--- src/rtl/core/ppp_pkg.sv ---
// Shared types, constants and helpers for the point projection block.
`timescale 1ns / 1ps
package ppp_pkg;

	localparam int FRAC_BITS = 16;
	localparam int ADDR_W    = 5;
	localparam int MAT_DEPTH = 32;
	localparam int ACC_W     = 66 - FRAC_BITS;
	localparam int DIV_N     = 32 + FRAC_BITS;
	localparam int CNT_W     = $clog2(DIV_N);
	localparam int SAT_W     = (DIV_N > 48) ? DIV_N : 48;
	localparam int NDC_W     = 49;
	localparam int NP_W      = NDC_W + 1;
	localparam int MP_W      = NP_W + 17;
	localparam int WIDE_W    = MP_W + 1;

	localparam logic [31:0] ONE_FX = 32'd1 << FRAC_BITS;
	localparam logic signed [63:0] RND64 = (64'sd1 <<< FRAC_BITS) - 64'sd1;
	localparam logic [SAT_W-1:0] NDC_LIMIT = SAT_W'(1) << 47;

	localparam logic [1:0] OP_LOAD_PROJ = 2'd0;
	localparam logic [1:0] OP_LOAD_MV   = 2'd1;
	localparam logic [1:0] OP_PROJECT   = 2'd2;

	localparam logic [7:0] REG_VP_LEFT   = 8'd0;
	localparam logic [7:0] REG_VP_BOTTOM = 8'd1;
	localparam logic [7:0] REG_VP_WIDTH  = 8'd2;
	localparam logic [7:0] REG_VP_HEIGHT = 8'd3;

	typedef struct packed {
		logic [1:0]         op;
		logic [3:0]         idx;
		logic signed [31:0] value;
		logic signed [31:0] px;
		logic signed [31:0] py;
		logic signed [31:0] pz;
	} item_t;

	typedef struct packed {
		logic [15:0] left;
		logic [15:0] bottom;
		logic [15:0] width;
		logic [15:0] height;
	} vp_t;

	typedef struct packed {
		logic signed [31:0] wx;
		logic signed [31:0] wy;
		logic signed [31:0] wd;
		logic               wzero;
	} result_t;

	typedef struct packed {
		logic              en;
		logic [ADDR_W-1:0] addr;
		logic [31:0]       data;
	} mem_wr_t;

	typedef struct packed {
		logic               start;
		logic signed [31:0] num;
		logic signed [31:0] den;
	} div_req_t;

	typedef struct packed {
		logic                     busy;
		logic                     done;
		logic signed [NDC_W-1:0]  quot;
	} div_rsp_t;

	function automatic logic [31:0] sat32(input logic signed [WIDE_W-1:0] v);
		logic [31:0] r;
		if ((&v[WIDE_W-1:31]) || !(|v[WIDE_W-1:31]))
			r = v[31:0];
		else if (v[WIDE_W-1])
			r = 32'h8000_0000;
		else
			r = 32'h7fff_ffff;
		return r;
	endfunction

endpackage

--- src/rtl/core/ppp_div.sv ---
// Bit-serial signed divider producing clip * 2^FRAC_BITS / w, saturated.
`timescale 1ns / 1ps
module ppp_div import ppp_pkg::*; (
	input  logic     clk,
	input  logic     arst_n,
	input  div_req_t req,
	output div_rsp_t rsp
);

	logic                    busy_q;
	logic                    done_q;
	logic [CNT_W-1:0]        cnt_q;
	logic [DIV_N-1:0]        num_q;
	logic [DIV_N-1:0]        quo_q;
	logic [31:0]             rem_q;
	logic [31:0]             den_q;
	logic                    neg_q;
	logic signed [NDC_W-1:0] quot_q;

	logic [32:0]      trial;
	logic             qbit;
	logic [31:0]      rem_n;
	logic [DIV_N-1:0] quo_n;
	logic [SAT_W-1:0] mag;
	logic [NDC_W-1:0] mag_c;

	always_comb begin
		trial = {rem_q, num_q[DIV_N-1]};
		qbit  = (trial >= {1'b0, den_q});
		rem_n = qbit ? 32'(trial - {1'b0, den_q}) : trial[31:0];
		quo_n = {quo_q[DIV_N-2:0], qbit};
		mag   = SAT_W'(quo_n);
		mag_c = (mag > NDC_LIMIT) ? NDC_W'(NDC_LIMIT) : NDC_W'(mag);
	end

	always_ff @(posedge clk or negedge arst_n) begin
		if (!arst_n) begin
			busy_q <= 1'b0;
			done_q <= 1'b0;
			cnt_q  <= '0;
		end else begin
			done_q <= 1'b0;
			if (req.start && !busy_q) begin
				busy_q <= 1'b1;
				cnt_q  <= CNT_W'(DIV_N - 1);
			end else if (busy_q) begin
				cnt_q <= cnt_q - 1'b1;
				if (cnt_q == '0) begin
					busy_q <= 1'b0;
					done_q <= 1'b1;
				end
			end
		end
	end

	always_ff @(posedge clk) begin
		if (req.start && !busy_q) begin
			num_q <= {(req.num[31] ? 32'(-req.num) : req.num), {FRAC_BITS{1'b0}}};
			den_q <= req.den[31] ? 32'(-req.den) : req.den;
			neg_q <= req.num[31] ^ req.den[31];
			rem_q <= '0;
			quo_q <= '0;
		end else if (busy_q) begin
			num_q <= {num_q[DIV_N-2:0], 1'b0};
			rem_q <= rem_n;
			quo_q <= quo_n;
			if (cnt_q == '0) begin
				quot_q <= neg_q ? NDC_W'(-mag_c) : mag_c;
			end
		end
	end

	assign rsp.busy = busy_q;
	assign rsp.done = done_q;
	assign rsp.quot = quot_q;

endmodule

--- config.mk ---
export PLATFORM = sky130hd
export DESIGN_NAME = ppp_div
export DESIGN_NICKNAME = d
export VERILOG_FILES = /design/src/rtl/core/ppp_pkg.sv /design/src/rtl/core/ppp_div.sv
export SDC_FILE = /design/constraint.sdc
export NUM_CORES = 1
export LEC_CHECK = 0
export BUFFER_PORTS_ARGS = -buffer_cell sky130_fd_sc_hd__buf_2
export CAP_MARGIN = 15
export CORE_MARGIN = 5
export CORE_UTILIZATION = 65
export CTS_CLUSTER_SIZE = 20
export DETAILED_ROUTE_END_ITERATION = 6
export GPL_TIMING_DRIVEN = 1
export PLACE_DENSITY_LB_ADDON = 0.15
export SLEW_MARGIN = 20
export SYNTH_ARGS = -nofsm -noshare
export SYNTH_HDL_FRONTEND = slang
export SYNTH_SLANG_ARGS = --single-unit
--- constraint.sdc ---
create_clock -name clk -period 12 [get_ports clk]
set_input_delay 1.2 -clock clk [delete_from_list [all_inputs] [get_ports clk]]
set_output_delay 1.2 -clock clk [all_outputs]
set_load 0.1 [all_outputs]
* Yosys cells after proc, flatten, opt, wreduce, memory -nomap -nowiden
Index checks and enable logic that the tools add are counted.
Cells by class: add/subtract/negate cells 5, order comparisons 2, mux-type cells 15, bitwise gates (word level) 2, reduce and logical (&&, ||, !) cells 5
Operators with widths (number):
- $mux W48 | 3
- $mux W32 | 2
- $neg A32 Y32 | 2
- $mux W49 | 1
- $neg A48 Y49 | 1
- $gt A48 B48 Y1 const B | 1
- $ge A33 B32 Y1 | 1
- $sub A32 B32 Y32 | 1
- $mux W31 | 1
- $mux W6 | 2
- $logic_not A6 Y1 | 1
- $mux W1 | 6
- $sub A6 B1 Y6 const B | 1
- $reduce_and A3 Y1 | 1
- $reduce_bool A2 Y1 | 1
- $logic_and A1 B1 Y1 | 1
- $logic_not A1 Y1 | 1
- $not A1 Y1 | 1
- $xor A1 B1 Y1 | 1
Storage, ports and cells: register bits after elaboration 201, input port bits 67, output and inout port bits 51, logic and storage cells 39

* Depth between registers and ports, before layout
depth after elaboration 5, mapped depth 22, mapped depth without buffers 17

* Worst setup path before layout
No wires, ideal clock.
path type flip-flop to flip-flop, from register busy_q, to register quot_q[0], enable pin, library setup time 582 ps, arrival time 5472 ps, required time 11418 ps, path slack 5947 ps, cell stages (with the launch flop) 4, path buffers 1, clock period less this slack 6053 ps, path through dfrtp_1 -> clkbuf_1 -> nand2b_1 -> nor4bb_1
On the way: cells in the longest elaborated chain, start to end 4
RTL lines:
- start, declared | line ppp_div.sv:10 | logic busy_q;
- start signal, assigned | line ppp_div.sv:38 | busy_q <= 1'b0;
- start signal, assigned | line ppp_div.sv:44 | busy_q <= 1'b1;
- start signal, assigned | line ppp_div.sv:49 | busy_q <= 1'b0;
- $logic_not A1 Y1 | line ppp_div.sv:57 | if (req.start && !busy_q) begin
- $logic_and A1 B1 Y1 | line ppp_div.sv:57
- $not A1 Y1 (no source line)
- $reduce_and A3 Y1 (no source line) *
- end signal, assigned | line ppp_div.sv:68 | quot_q <= neg_q ? NDC_W'(-mag_c) : mag_c;
- end, declared | line ppp_div.sv:18 | logic signed [NDC_W-1:0] quot_q;
Every way passes the cells marked *; elsewhere a longest branch is shown, timed or not. A chain may end at the register's enable or synchronous reset.

* Worst setup path in the final report
from register den_q[12], to register quot_q[16] (data pin)
On the way: cells in the longest elaborated chain, start to end 5
RTL lines:
- start, declared | line ppp_div.sv:16 | logic [31:0] den_q;
- start signal, assigned | line ppp_div.sv:59 | den_q <= req.den[31] ? 32'(-req.den) : req.den;
- $ge A33 B32 Y1 * | line ppp_div.sv:29 | qbit = (trial >= {1'b0, den_q});
- $gt A48 B48 Y1 | line ppp_div.sv:33 | mag_c = (mag > NDC_LIMIT) ? NDC_W'(NDC_LIMIT) : NDC_W'(mag);
- $mux W48 * | line ppp_div.sv:33
- named net mag_c[0] | line ppp_div.sv:25 | logic [NDC_W-1:0] mag_c;
- $neg A48 Y49 * | line ppp_div.sv:68
- $mux W49 * | line ppp_div.sv:68
Mark *: on every way through the listed nets, which the timed path passes. The rest lies on a longest branch.

==> insert_results.sql <==
INSERT INTO impl_metrics (metric_group, metric, value, unit) VALUES
('synth', 'synth_compound_gate_area_share', '20.0', '%'),
('routing', 'dr_total_vias', '9576', ''),
('worst_setup_path', 'cp_data_required_time', '12.32', 'ns'),
('placed_design', 'detailed_place_hpwl', '17.9', 'mm'),
('clocking', 'cts-buffers-inserted', '22', ''),
('worst_setup_path', 'slowest_delay', '0.60', 'ns'),
('worst_hold_path', 'min_delay_path_depth', '2', ''),
('worst_setup_path', 'worst-r2r-cell-count', '18', ''),
('timing', 'finalHoldViolations', '0', ''),
('global_routing', 'antenna_violations_before_repair', '0', ''),
('synth', 'mappedNetlistNets', '1367', ''),
('floorplan', 'die-height', '143', 'um'),
('layout', 'layout.cells.most_common_list', 'sky130_fd_sc_hd__nand2_1 (158), sky130_fd_sc_hd__o21ai_0 (143), sky130_fd_sc_hd__buf_2 (117)', ''),
('pwr', 'vdd_drop_max', '0.000167', 'V'),
('synth', 'syn-instance-count', '1263', ''),
('clocking', 'clockRootBuffer', 'sky130_fd_sc_hd__clkbuf_16', ''),
('routing', 'drc', '0', ''),
('clocking', 'ctsHtreeMaxLevel', '1', ''),
('synth', 'synthArstFlopShare', '3.98', '%'),
('routing', 'drt.antenna.violating_nets', '0', ''),
('timing', 'worstMarginPinSlew', '0.857', 'ns'),
('global_routing', 'met3_usage', '3.06', '%'),
('global_routing', 'grt_busiest_layer', 'met2', ''),
('timing', 'slew_violations', '0', ''),
('run_status', 'status', 'complete, no violations', ''),
('layout', 'final_layout_size_suffix_gt1_share', '13.5', '%'),
('worst_setup_path', 'regToRegSetupSlack', '7.06', 'ns'),
('worst_setup_path', 'crit_path_start_kind', 'register', ''),
('routing', 'post_drt_wl_per_cell', '16.5', 'um'),
('floorplan', 'die_w', '143', 'um'),
('timing', 'setup_viol_count_final', '0', ''),
('clocking', 'clk_pin_slew', '0.06', 'ns'),
('global_routing', 'grt_max_degree', '105', ''),
('clocking', 'post_cts_resize_count', '0', ''),
('timing', 'layout_min_cycle_time', '4.94', 'ns'),
('worst_setup_path', 'timing.critical_path.buf_inv', '3', ''),
('synth', 'synth-simple-area-share', '17.8', '%'),
('worst_setup_path', 'crit_path_end_kind', 'register', ''),
('timing', 'setup_tns', '0', 'ns'),
('worst_setup_path', 'worstPathMaxFanout', '21', ''),
('placed_design', 'numPortBuffers', '117', ''),
('floorplan', 'core_rows', '48', ''),
('synth', 'yosysSeqAreaShare', '44.9', '%'),
('pwr', 'leakage', '5.19', 'nW'),
('synth', 'synth-main-ff-cell', 'sky130_fd_sc_hd__edfxtp_1', ''),
('synth', 'synth_top_family_by_area', 'compound AO/OA/AOI/OAI gates', ''),
('placed_design', 'detailed_place.area', '12300', 'um^2'),
('worst_setup_path', 'critical_path.reg2reg.endpoint', 'quot_q[16]', ''),
('worst_setup_path', 'slowest_cell_on_the_critical_path', 'sky130_fd_sc_hd__nor2_1', ''),
('global_routing', 'grt.overflow.total', '0', ''),
('clocking', 'cts.sinks', '201', ''),
('routing', 'routed_wl', '26.2', 'mm'),
('synth', 'synth-edff-count', '114', ''),
('layout', 'num_antenna_cells', '0', ''),
('global_routing', 'first_pass_grt_wire_length', '43.0', 'mm'),
('synth', 'synth-adder-area-share', '4.06', '%'),
('floorplan', 'core', '17400', 'um^2'),
('synth', 'synth.mux.area_fraction', '0.281', '%'),
('global_routing', 'grt_util_met2', '42.4', '%'),
('worst_setup_path', 'critical_path.reg2reg.startpoint', 'den_q[12]', ''),
('placed_design', 'gpl.final_weighted_congestion', '0.882', ''),
('synth', 'netlist_area', '11600', 'um^2'),
('synth', 'synthesis.yosys.warnings', '0', ''),
('clocking', 'tritoncts', 'done', ''),
('timing', 'max_slew_margin', '42.9', '%'),
('timing', 'clock_skew', '0.0105', 'ns'),
('floorplan', 'ioPinCount', '118', ''),
('layout', 'syn_to_final_growth', '12.1', '%'),
('global_routing', 'gr-usage-all-layers', '25.0', '%'),
('global_routing', 'gr-usage-met1', '34.6', '%'),
('synth', 'post_synth_xor_area_fraction', '8.70', '%');
layer usage:
layer,part of all wire [%],up-vias
met5,0,-
met4,1.5,0
met3,6.5,36
met2,48,327
met1,44,4475
li1,-,4738
flip-flops by register name, summed over array words and instances (netlist names):
name / flops
cnt_q: 6
den_q: 32
num_q: 32
quo_q: 47
done_q: 1
busy_q: 1
rem_q: 32
quot_q: 49
neg_q: 1
report_power, final:
part,internal [mW],switching [mW]
clock,0.393,0.266
sequential,0.992,0.222
combinational,0.514,0.722
total,1.90,1.21
layout make-up:
class                   instances  area (um^2)
multi-input cells             936         5910
clock inverters                13          116
repair buffers                129          676
clock buffers                  27          591
fillers                      1301         4430
well taps                     225          282
flip-flops and latches        201         5210
inverters                      53          199
tightest hold or removal path, cell delays in order (launching register included):
cell and delay [ns]:
sky130_fd_sc_hd__dfxtp_1 0.33, sky130_fd_sc_hd__nand2_1 0.06, sky130_fd_sc_hd__nand2_1 0.06
cell families (layout without fill, tap and decap cells):
kind of cell,Yosys count,count (layout)
adder cells (fa/ha/maj),37,37
AND/OR/NAND/NOR,419,419
multiplexers,3,3
buffers and inverters,126,222
AO/OA/AOI/OAI,362,362
flip-flops,201,201
XOR/XNOR,115,115
cell usage after synthesis, drive strengths merged, types with 5 or more instances:
library cell    n  area (um^2)
o31ai          34          270
nand4           7         43.8
o21ai         143          716
xnor2          41          359
nor2b           5         31.3
and2            6         37.5
nor2           69          259
dfrtp           8          200
and3            5         31.3
edfxtp        114         3420
or4            18          143
o21a            5         37.5
a32oi           6         52.6
a21o           10         75.1
a211oi         14          105
o211ai         11         82.6
xor2           74          648
inv            53          199
ha             36          450
buf             9         48.8
a21oi          57          285
clkbuf         64          241
nand2b         59          369
or3            21          151
a31oi           7         43.8
nor4            6         37.5
dfxtp          79         1580
nand3          22          110
nor3           30          150
o41ai          22          193
a22o           21          184
nand2         158          593
through the flow:
| step | hold WS (ns) | total power, mW | std cells | utilization (%) | setup slack [ns] |
|---|---|---|---|---|---|
| floorplan | 0.440 | 2.13 | 1263 | - | 5.95 |
| global placement | 0.450 | 2.38 | 1544 | 70.5 | 7.32 |
| detailed placement | 0.477 | 2.42 | 1544 | 70.5 | 7.16 |
| CTS | 0.492 | 3.10 | 1584 | 74.5 | 7.15 |
| global route | 0.518 | 3.33 | 1584 | 74.5 | 6.73 |
| finish | 0.493 | 3.11 | 1584 | 74.5 | 7.06 |
worst max path at each step:
stage	start	depth (start not counted)	slack, ns	endpoint
after CTS	den_q[12]	18	7.15	quot_q[32]
final	den_q[12]	18	7.06	quot_q[16]
after detailed placement	den_q[12]	18	7.16	quot_q[10]
after global placement	den_q[10]	18	7.32	quot_q[10]
after global routing	den_q[12]	18	6.73	quot_q[32]
after floorplan	busy_q	3	5.95	quot_q[0]
No activity file was read; power rests on OpenSTA's default activity.
