`src/rtl/core/ppp_pkg.sv`:
```
// Shared types, constants and helpers for the point projection block.
`timescale 1ns / 1ps
package ppp_pkg;

	localparam int FRAC_BITS = 16;
	localparam int ADDR_W    = 5;
	localparam int MAT_DEPTH = 32;
	localparam int ACC_W     = 66 - FRAC_BITS;
	localparam int DIV_N     = 32 + FRAC_BITS;
	localparam int CNT_W     = $clog2(DIV_N);
	localparam int SAT_W     = (DIV_N > 48) ? DIV_N : 48;
	localparam int NDC_W     = 49;
	localparam int NP_W      = NDC_W + 1;
	localparam int MP_W      = NP_W + 17;
	localparam int WIDE_W    = MP_W + 1;

	localparam logic [31:0] ONE_FX = 32'd1 << FRAC_BITS;
	localparam logic signed [63:0] RND64 = (64'sd1 <<< FRAC_BITS) - 64'sd1;
	localparam logic [SAT_W-1:0] NDC_LIMIT = SAT_W'(1) << 47;

	localparam logic [1:0] OP_LOAD_PROJ = 2'd0;
	localparam logic [1:0] OP_LOAD_MV   = 2'd1;
	localparam logic [1:0] OP_PROJECT   = 2'd2;

	localparam logic [7:0] REG_VP_LEFT   = 8'd0;
	localparam logic [7:0] REG_VP_BOTTOM = 8'd1;
	localparam logic [7:0] REG_VP_WIDTH  = 8'd2;
	localparam logic [7:0] REG_VP_HEIGHT = 8'd3;

	typedef struct packed {
		logic [1:0]         op;
		logic [3:0]         idx;
		logic signed [31:0] value;
		logic signed [31:0] px;
		logic signed [31:0] py;
		logic signed [31:0] pz;
	} item_t;

	typedef struct packed {
		logic [15:0] left;
		logic [15:0] bottom;
		logic [15:0] width;
		logic [15:0] height;
	} vp_t;

	typedef struct packed {
		logic signed [31:0] wx;
		logic signed [31:0] wy;
		logic signed [31:0] wd;
		logic               wzero;
	} result_t;

	typedef struct packed {
		logic              en;
		logic [ADDR_W-1:0] addr;
		logic [31:0]       data;
	} mem_wr_t;

	typedef struct packed {
		logic               start;
		logic signed [31:0] num;
		logic signed [31:0] den;
	} div_req_t;

	typedef struct packed {
		logic                     busy;
		logic                     done;
		logic signed [NDC_W-1:0]  quot;
	} div_rsp_t;

	function automatic logic [31:0] sat32(input logic signed [WIDE_W-1:0] v);
		logic [31:0] r;
		if ((&v[WIDE_W-1:31]) || !(|v[WIDE_W-1:31]))
			r = v[31:0];
		else if (v[WIDE_W-1])
			r = 32'h8000_0000;
		else
			r = 32'h7fff_ffff;
		return r;
	endfunction

endpackage

```
`src/rtl/core/ppp_mat_store.sv`:
```
// Matrix store: both 4x4 matrices in one synchronous memory, identity after reset.
`timescale 1ns / 1ps
module ppp_mat_store import ppp_pkg::*; (
	input  logic              clk,
	input  logic              arst_n,
	input  mem_wr_t           wr,
	input  logic              rd_en,
	input  logic [ADDR_W-1:0] rd_addr,
	output logic [31:0]       rd_data
);

	logic [31:0]          mem [MAT_DEPTH];
	logic [MAT_DEPTH-1:0] valid_q;
	logic [31:0]          data_s1;
	logic                 vld_s1;
	logic                 diag_s1;

	always_ff @(posedge clk) begin
		if (wr.en) begin
			mem[wr.addr] <= wr.data;
		end
		if (rd_en) begin
			data_s1 <= mem[rd_addr];
			diag_s1 <= (rd_addr[1:0] == rd_addr[3:2]);
		end
	end

	always_ff @(posedge clk or negedge arst_n) begin
		if (!arst_n) begin
			valid_q <= '0;
			vld_s1  <= 1'b0;
		end else begin
			if (wr.en) begin
				valid_q[wr.addr] <= 1'b1;
			end
			if (rd_en) begin
				vld_s1 <= valid_q[rd_addr];
			end
		end
	end

	// unwritten entries read as identity
	assign rd_data = vld_s1 ? data_s1 : (diag_s1 ? ONE_FX : 32'd0);

endmodule

```
`config.mk`:
```
export PLATFORM = sky130hd
export DESIGN_NAME = ppp_mat_store
export DESIGN_NICKNAME = d
export VERILOG_FILES = /design/src/rtl/core/ppp_pkg.sv /design/src/rtl/core/ppp_mat_store.sv
export SDC_FILE = /design/constraint.sdc
export NUM_CORES = 1
export LEC_CHECK = 0
export BUFFER_PORTS_ARGS = -buffer_cell sky130_fd_sc_hd__buf_2
export CAP_MARGIN = 20
export CORE_ASPECT_RATIO = 0.6
export CORE_MARGIN = 8
export CORE_UTILIZATION = 53
export CTS_CLUSTER_SIZE = 40
export DETAILED_ROUTE_END_ITERATION = 8
export PLACE_DENSITY = 0.79
export REMOVE_ABC_BUFFERS = 1
export SLEW_MARGIN = 20
export SYNTH_ARGS = -nofsm -noshare
export SYNTH_HDL_FRONTEND = slang
export SYNTH_SLANG_ARGS = --single-unit
```
`constraint.sdc`:
```
create_clock -name clk -period 2.8 [get_ports clk]
set_input_delay 0 -clock clk [delete_from_list [all_inputs] [get_ports clk]]
set_output_delay 0 -clock clk [all_outputs]
set_load 0.02 [all_outputs]
```
# == Word level (Yosys, flattened, before mapping) ==
# Memories as Yosys holds them, arrays and structs flattened. A register that Yosys moved wholly into a read port is not among the register bits.
# Index checks and enable logic that the tools add are counted.
# op_classes
n_eq_ne,1
n_lt_le_gt_ge,3
n_reduce_logical,1
muxes,8
bitwise_logic,1
# op_table
operator,count
$mux 32,1
$or 32x32->32,1
$mux 17,1
$lt 5x6->1 const B,2
$bmux 1 s5,1
$demux 1 s5,1
$ge 5x1->1 const B,1
$mux 1,4
$eq 2x2->1,1
$logic_and 1x1->1,1
# word_totals
elab_cells,18
n_memories,1
ff_bits,34
ramBits,1024
input_bits,46
# memory_table
memory,words,word_bits,read_ports,rd_ports_with_merged_regs,write_ports,line,text
mem,32,32,1,1,1,ppp_mat_store.sv:12,logic [31:0] mem [MAT_DEPTH];

# == Longest topological paths before layout ==
# Gate-level depths: netlist (run 1).
# depth
word_depth,5
mapped_depth,8
ltp_nobuf,5

# == Worst setup path before layout (run 1) ==
# Ideal clock, no wire load.
# synth_path
path_type,input-to-reg
from,in wr[32] in the netlist's numbering
to,mem mem[12][0] (enable)
path_stages,3
n_path_buf,1
setup_slack_ns,0.347
setup_ns,0.422
arrival_time_ns,2.031
cell_sequence,or3b_2 > clkbuf_1 > nor2_1
# synth_rtl
element,line,text
"start, declared",ppp_mat_store.sv:6,"input mem_wr_t wr,"
"end, declared",ppp_mat_store.sv:12,
# Straight into the memory's write port.

# == Worst setup path in the final report (run 1) ==
# layout_path
from,reg vld_s1
to,out rd_data[30]
# layout_between
elab_chain_len,1
# layout_rtl
element,line,text
"start, declared",ppp_mat_store.sv:15,logic vld_s1;
"start signal, assigned",ppp_mat_store.sv:37,vld_s1 <= valid_q[rd_addr];
$mux 32,ppp_mat_store.sv:43,assign rd_data = vld_s1 ? data_s1 : (diag_s1 ? ONE_FX : 32'd0);
"end, declared",ppp_mat_store.sv:9,output logic [31:0] rd_data
# Every way passes these cells.

==> impl_metrics.toml, run 1 <==
[final_layout]
num-nets-final = 1923
syn_to_final_growth_pct = 14.16
drive_gt1_share_pct = 35.66
fin_cells = 3005
antenna_cells = 0
fillers = 5079

[worst_setup_path]
critPathLaunch = "vld_s1"
worstRegToRegCells = 3
timing.rr.start = "mem[11][9]"
required_ns = 2.80
cp.arrival_ns = 2.16
end_kind = "output pin"
r2r-end = "data_s1[9]"
path_class = "reg2out"
worstSetupEndpoint = "rd_data[30]"
reg2reg_slack_ns = 0.79
start_kind = "flip-flop"
worstPathMaxFanout = 19

[global_routing]
grt_pass1_vias = 20590
overflow = 0
antenna_found_initial = 2
grt_pass1_wl_um = 147400
grt_usage_pct = 23.60
grt_max_degree = 56

[detailed_routing]
drt-vias-per-instance = 6.539
drc = 0
detail-route-antenna-nets = 0
wl_per_cell_um = 34.23
first_pass_iters = 7
via_count = 19650
drt_iter0_drc = 3061
wirelength_um = 102900

[pwr]
power_leakage_nw = 14.89
power_mw = 32.49
power.density_nw_per_um2 = 686.3
ir_worst_vdd_mv = 0.5751

[floorplan]
dieArea_um2 = 87740
io_pins = 78
fp.dieH_um = 232.7
die_w_um = 377.1
rows = 79
initial_utilization_pct = 53.51
coreArea_um2 = 77490

[timing]
setup_viol_count_final = 0
skew_ns = 0.01979
rsz0062_at_grt = "no"
timing.final.crit_share_pct = 77.02
final.min_clock_period_ns = 2.157
worst_slew_pin_slew_ns = 1.058
fin_ws_ns = 0.6434
tns_ns = 0
clock.fmax_mhz = 463.7
drv_slew = 0
relSlewSlack_pct = 29.48
hold_viol = 0

[clock_tree]
cts_resized = 0
clk_pin_slew_worst_paths_ns = 0.07
hold_buffers = 35
clockRootBuffer = "clkbuf_16"
post-cts-setup-buffer-count = 0
cts_buffers = 90
clkSinkCount = 1090
cts_tree = "done"
clk_latency_ns = 0.68
cts_buffer_depth = 3
htreeDepth = 3

[place]
placed_cells = 2803
gp_congestion = 0.7775
hpwl_um = 49640
dp_slack_ns = 0.4210
port_buffers = 77

[synth]
ys_ff_latch = 1090
synthDistinctLibCells = 27
avgSynthCellArea_um2 = 24.68
seq_area_frac_synth_pct = 78.54
synth.yosys.warnings = 0
netlist_area_um2 = 41470
syn_inst = 1680

[run_status]
status = "completed"

[job]
maxCapViolCount = 0

[worst_hold_path]
hold_class = "in2async"
## layout by cell type, fill, tap and decap left out, drive strengths merged, types with 16 or more instances in the layout
cell / count
or2: 32
nor2: 36
dlygate4sd3: 35
mux4: 320
buf: 154
dfrtp: 33
clkinv: 41
mux2: 33
mux2i: 16
clkbuf: 120
and2: 31
edfxtp: 1057
## worst min path at each step
stage	startpoint	endpoint	slack, ns
after floorplan	arst_n	valid_q[0]	-0.30
after global placement	arst_n	valid_q[2]	0.07
after detailed placement	arst_n	valid_q[6]	0.1
after CTS	arst_n	valid_q[18]	0.01
after global routing	arst_n	valid_q[18]	0.08
final	arst_n	valid_q[18]	0.05
## metrics by stage
step | utilization, % | hold WS (ns) | area, µm²
6_report | 61.09 | 0.04760 | 47340
5_1_grt | 61.09 | 0.07656 | 47340
4_1_cts | 61.09 | 0.01153 | 47340
3_5_place_dp | 57.05 | 0.09744 | 44210
3_3_place_gp | 57.05 | 0.06975 | 44210
2_1_floorplan | - | -0.2956 | 41070
## cell families (layout without fill, tap and decap cells)
group | Yosys count | after routing | share of synthesized area (%)
AOI/OAI and AO/OA | 10 | 10 | 0.1539
xor gates and xnor gates | 2 | 2 | 0.04225
buffers and inverters | 84 | 356 | 0.9475
DFF | 1090 | 1090 | 78.54
muxes | 369 | 369 | 18.66
and+or+nand+nor | 125 | 125 | 1.657
## state kept, by name, summed over array words and instances, names as in the netlist
name / count
data_s1: 32
diag_s1: 1
mem: 1024
vld_s1: 1
valid_q: 32
## final cells by class
cell class              instances  area (µm²)  share of cell area (%)
repair buffers                189        1931                   4.078
flip-flops and latches       1090       32570                   68.80
multi-input cells             506        8747                   18.48
clock buffers                 120        2449                   5.172
well taps                    1053        1318                   2.783
clock inverters                47       327.8                  0.6925
## worst max-delay path, stage by stage (launching register included)
cell     delay, ns
dfrtp_2       0.68
buf_4         0.40
and2_1        0.22
buf_2         0.17
## layer usage
layer	global-route usage (%)	share of wire [%]	vias up
met2	37.38	48	1395
met1	33.41	38	10470
li1	-	-	7594
met3	5.764	12	191
met5	0	0.0097	-
met4	6.080	2.4	2
## power by group
group	switching, mW	internal [mW]
Clock	5.67	6.46
Combinational	1.07	0.897
Sequential	0.157	18.2
Total	6.90	25.6
## Yosys cell counts, drive strengths merged
cell / number / area share (%)
a21oi: 5 / 0.060
a22oi: 2 / 0.036
a311oi: 1 / 0.021
a31oi: 1 / 0.015
a41oi: 1 / 0.021
and2: 31 / 0.47
and3: 3 / 0.045
buf: 51 / 0.65
clkbuf: 33 / 0.30
dfrtp: 33 / 2.0
edfxtp: 1057 / 77
mux2: 33 / 0.90
mux2i: 16 / 0.39
mux4: 320 / 17
nand2: 5 / 0.045
nand2b: 2 / 0.030
nand3: 5 / 0.060
nand3b: 5 / 0.091
nor2: 36 / 0.33
nor2b: 2 / 0.030
or2: 32 / 0.48
or3: 1 / 0.015
or3b: 3 / 0.063
xor2: 2 / 0.042
Power figures use the tool's default switching activity.
==> run 2: changes to the inputs <==
Settings changed: ABC_AREA from default to 1.
Clock period 2.8 ns to 2.1 ns, I/O delays scaled along.
==> run 2 against run 1 <==
Synthesized cell count up 120%. Die area up 5.4%. Register-to-register slack worse by 0.18 ns. Non-clock buffer count up 91. Via count up 52%. Sequential share of layout area down 3.4 points. Worst hold slack better by 0.022 ns. Clock power up 40%. Critical path depth up 1. Flip-flop and latch count unchanged. Sequential power up 33%. Power up 37%. Critical path type unchanged. Largest power group unchanged.
==> impl_metrics.toml, run 2 <==
[run_status]
status = "completed"

[detailed_routing]
drt_iter0_drc = 4466
wl_per_cell_um = 24.38
first_pass_iters = 7
drc = 0
via_count = 29770
detail-route-antenna-nets = 0
drt-vias-per-instance = 6.045
wirelength_um = 120100

[timing]
drv_slew = 0
timing.final.crit_share_pct = 92.19
skew_ns = 0.02188
clock.fmax_mhz = 516.5
final.min_clock_period_ns = 1.936
hold_viol = 0
tns_ns = 0
rsz0062_at_grt = "no"
relSlewSlack_pct = 47.73
setup_viol_count_final = 0
worst_slew_pin_slew_ns = 0.7841

[synth]
synthMuxAreaShare_pct = 0.02570
synth_compound_area_share_pct = 2.752
synth-xor-area-share_pct = 0.01999
yosys.area_share.simple_pct = 19.54
synth_fa_ha_area_share_pct = 0
synth_common_cells = "nand2_1 (1,195), edfxtp_1 (1,057), nand3_1 (679)"
syn_inst = 3622
seq_area_frac_synth_pct = 74.31
synth_top_area_share_pct = 72.43
synth_top_cell_by_area = "edfxtp_1"
ys_ff_latch = 1090
ys.flop_type = "edfxtp_1"
yosysMostFrequentCell = "nand2_1"
synth_top_family_by_area = "simple AND/OR/NAND/NOR gates"
netlist_top_cells_area = "edfxtp_1 (72%), nand2_1 (10%), nand3_1 (7.8%)"
synth_edf_count = 1057
netlist_area_um2 = 43820
avgSynthCellArea_um2 = 12.10
synthDistinctLibCells = 20
synth.yosys.warnings = 0
synth_async_sr_flop_share_pct = 3.028

[final_layout]
finish.instance_area_um2 = 49790
regMostFlops = "mem"
syn_to_final_growth_pct = 13.61
largest_reg_flops = 1024
drive_gt1_share_pct = 11.54
layout_commonest_cell = "nand2_1"
fin_cells = 4925
num-nets-final = 3812
top_regs = "mem x1024, data_s1 x32, valid_q x32"
final_cell_mix = "nand2_1 (1,195), edfxtp_1 (1,057), nand3_1 (679), a21oi_1 (161), buf_4 (115)"
fillers = 6003

[worst_hold_path]
hold_class = "in2reg"

[floorplan]
coreArea_um2 = 81690
rows = 81
initial_utilization_pct = 53.65
die_w_um = 387.2
io_pins = 78
dieArea_um2 = 92440
fp.dieH_um = 238.7

[clock_tree]
cts_buffers = 91
cts_buffer_depth = 3
clkSinkCount = 1090
clockRootBuffer = "clkbuf_16"
cts_tree = "done"
clk_pin_slew_worst_paths_ns = 0.07
post-cts-setup-buffer-count = 0
htreeDepth = 3
clk_latency_ns = 0.67

[worst_setup_path]
path_cells = "buf_4, nand2_1, inv_1, buf_2"
path_class = "reg2out"
cp.arrival_ns = 1.94
end_kind = "output pin"
worstPathMaxFanout = 15
cpMaxStageDelayCell = "dfrtp_4"
cpPeakStageDelay_ns = 0.69
start_kind = "flip-flop"
required_ns = 2.10

[global_routing]
antenna_found_initial = 8
grt_max_degree = 78
grt_pass1_wl_um = 178300
grt_pass1_vias = 28350
grt_usage_pct = 25.30
overflow = 0

[place]
postPlaceCellArea_um2 = 46470
gp_congestion = 0.8196
port_buffers = 77
placed_cells = 4715
hpwl_um = 66280

[pwr]
ir_worst_vdd_mv = 0.7314
power_leakage_nw = 18.17
power.density_nw_per_um2 = 894.8
power_mw = 44.55

[job]
maxCapViolCount = 0
## run 2: cell types whose count changed in the layout (fill, tap and decap cells not counted), moves of 7 or more
| cell | previous run | this run |
|---|---|---|
| buf_12 | 47 | 54 |
| o21ai_0 | 0 | 32 |
| nor2_1 | 4 | 96 |
| nand3_1 | 5 | 679 |
| clkbuf_1 | 25 | 18 |
| mux4_2 | 320 | 0 |
| a21oi_1 | 5 | 161 |
| buf_4 | 31 | 115 |
| mux2i_1 | 16 | 0 |
| o31ai_1 | 0 | 32 |
| and2_1 | 31 | 0 |
| inv_1 | 0 | 38 |
| nand2_1 | 5 | 1195 |
| mux2_2 | 33 | 1 |
## run 2: cell families (layout without fill, tap and decap cells)
| family | count (synthesis) | after routing |
|---|---|---|
| and+or+nand+nor | 2034 | 2034 |
| DFF | 1090 | 1090 |
| buffers and inverters | 271 | 489 |
| AOI/OAI and AO/OA | 225 | 225 |
| xor gates and xnor gates | 1 | 1 |
| muxes | 1 | 1 |
| other | 0 | 6 |
## run 2: worst paths after layout
kind / cells after the start / start / to / slack, ns
worst max-delay path: 4 / vld_s1 / rd_data[1] / 0.16
worst min-delay path: 4 / rd_addr[0] / diag_s1 / 0.07
worst max register to register: 4 / mem[6][2] / data_s1[2] / 0.61
max in group asynchronous: 2 / arst_n / vld_s1 / 1.43
min in group asynchronous: 2 / arst_n / valid_q[31] / 0.09
worst min register to register: 1 / valid_q[22] / valid_q[22] / 0.47
## run 2: final cells by class
class                      count  area (µm²)  share of cell area, %
antenna                        6       15.01                0.03016
clock buffer                 116        2497                  5.016
clock inverter                51       431.7                 0.8670
inverter                      42       186.4                 0.3745
multi-input combinational   2261       10030                  20.15
sequential                  1090       32570                  65.42
tap                         1079        1350                  2.712
timing repair buffer         280        2705                  5.433
## run 2: power breakdown
| group | internal, mW | switching [mW] | leakage [nW] | total (mW) |
|---|---|---|---|---|
| clock | 9.19 | 7.67 | 1.44 | 16.9 |
| sequential | 24.3 | 0.188 | 9.92 | 24.5 |
| combinational | 1.00 | 2.20 | 6.81 | 3.20 |
## run 2: repair_timing
| item | in CTS | in global routing |
|---|---|---|
| resized for setup | 0 | 1 |
| hold endpoints to repair | 1096 | 0 |
| hold buffers | 37 | 0 |
| setup endpoints to repair | 0 | 4 |
## run 2: per-stage QoR
step / util (%) / hold WS, ns / setup WS (ns)
after detailed placement: 56.89 / 0.1091 / 0.3224
after CTS: 60.93 / 0.02497 / 0.008756
after global routing: 60.94 / 0.06479 / 0.1477
final: 60.95 / 0.06964 / 0.1640
after floorplan: - / -0.2956 / -0.9102
after global placement: 56.89 / 0.09978 / 0.4057
## run 2: per-layer routing
layer / GRT usage (%) / vias to the layer above / part of all wire [%]
li1: - / 13050 / -
met1: 36.05 / 14140 / 38
met2: 38.16 / 2267 / 44
met3: 6.020 / 322 / 14
met4: 9.275 / 2 / 3.7
met5: 0 / - / 0.010
## run 2: critical path, delay by kind of cell (launching register included)
kind / cells / cell delay [ns]
flops: 1 / 0.69
buf+inv: 3 / 0.45
simple gates: 1 / 0.10
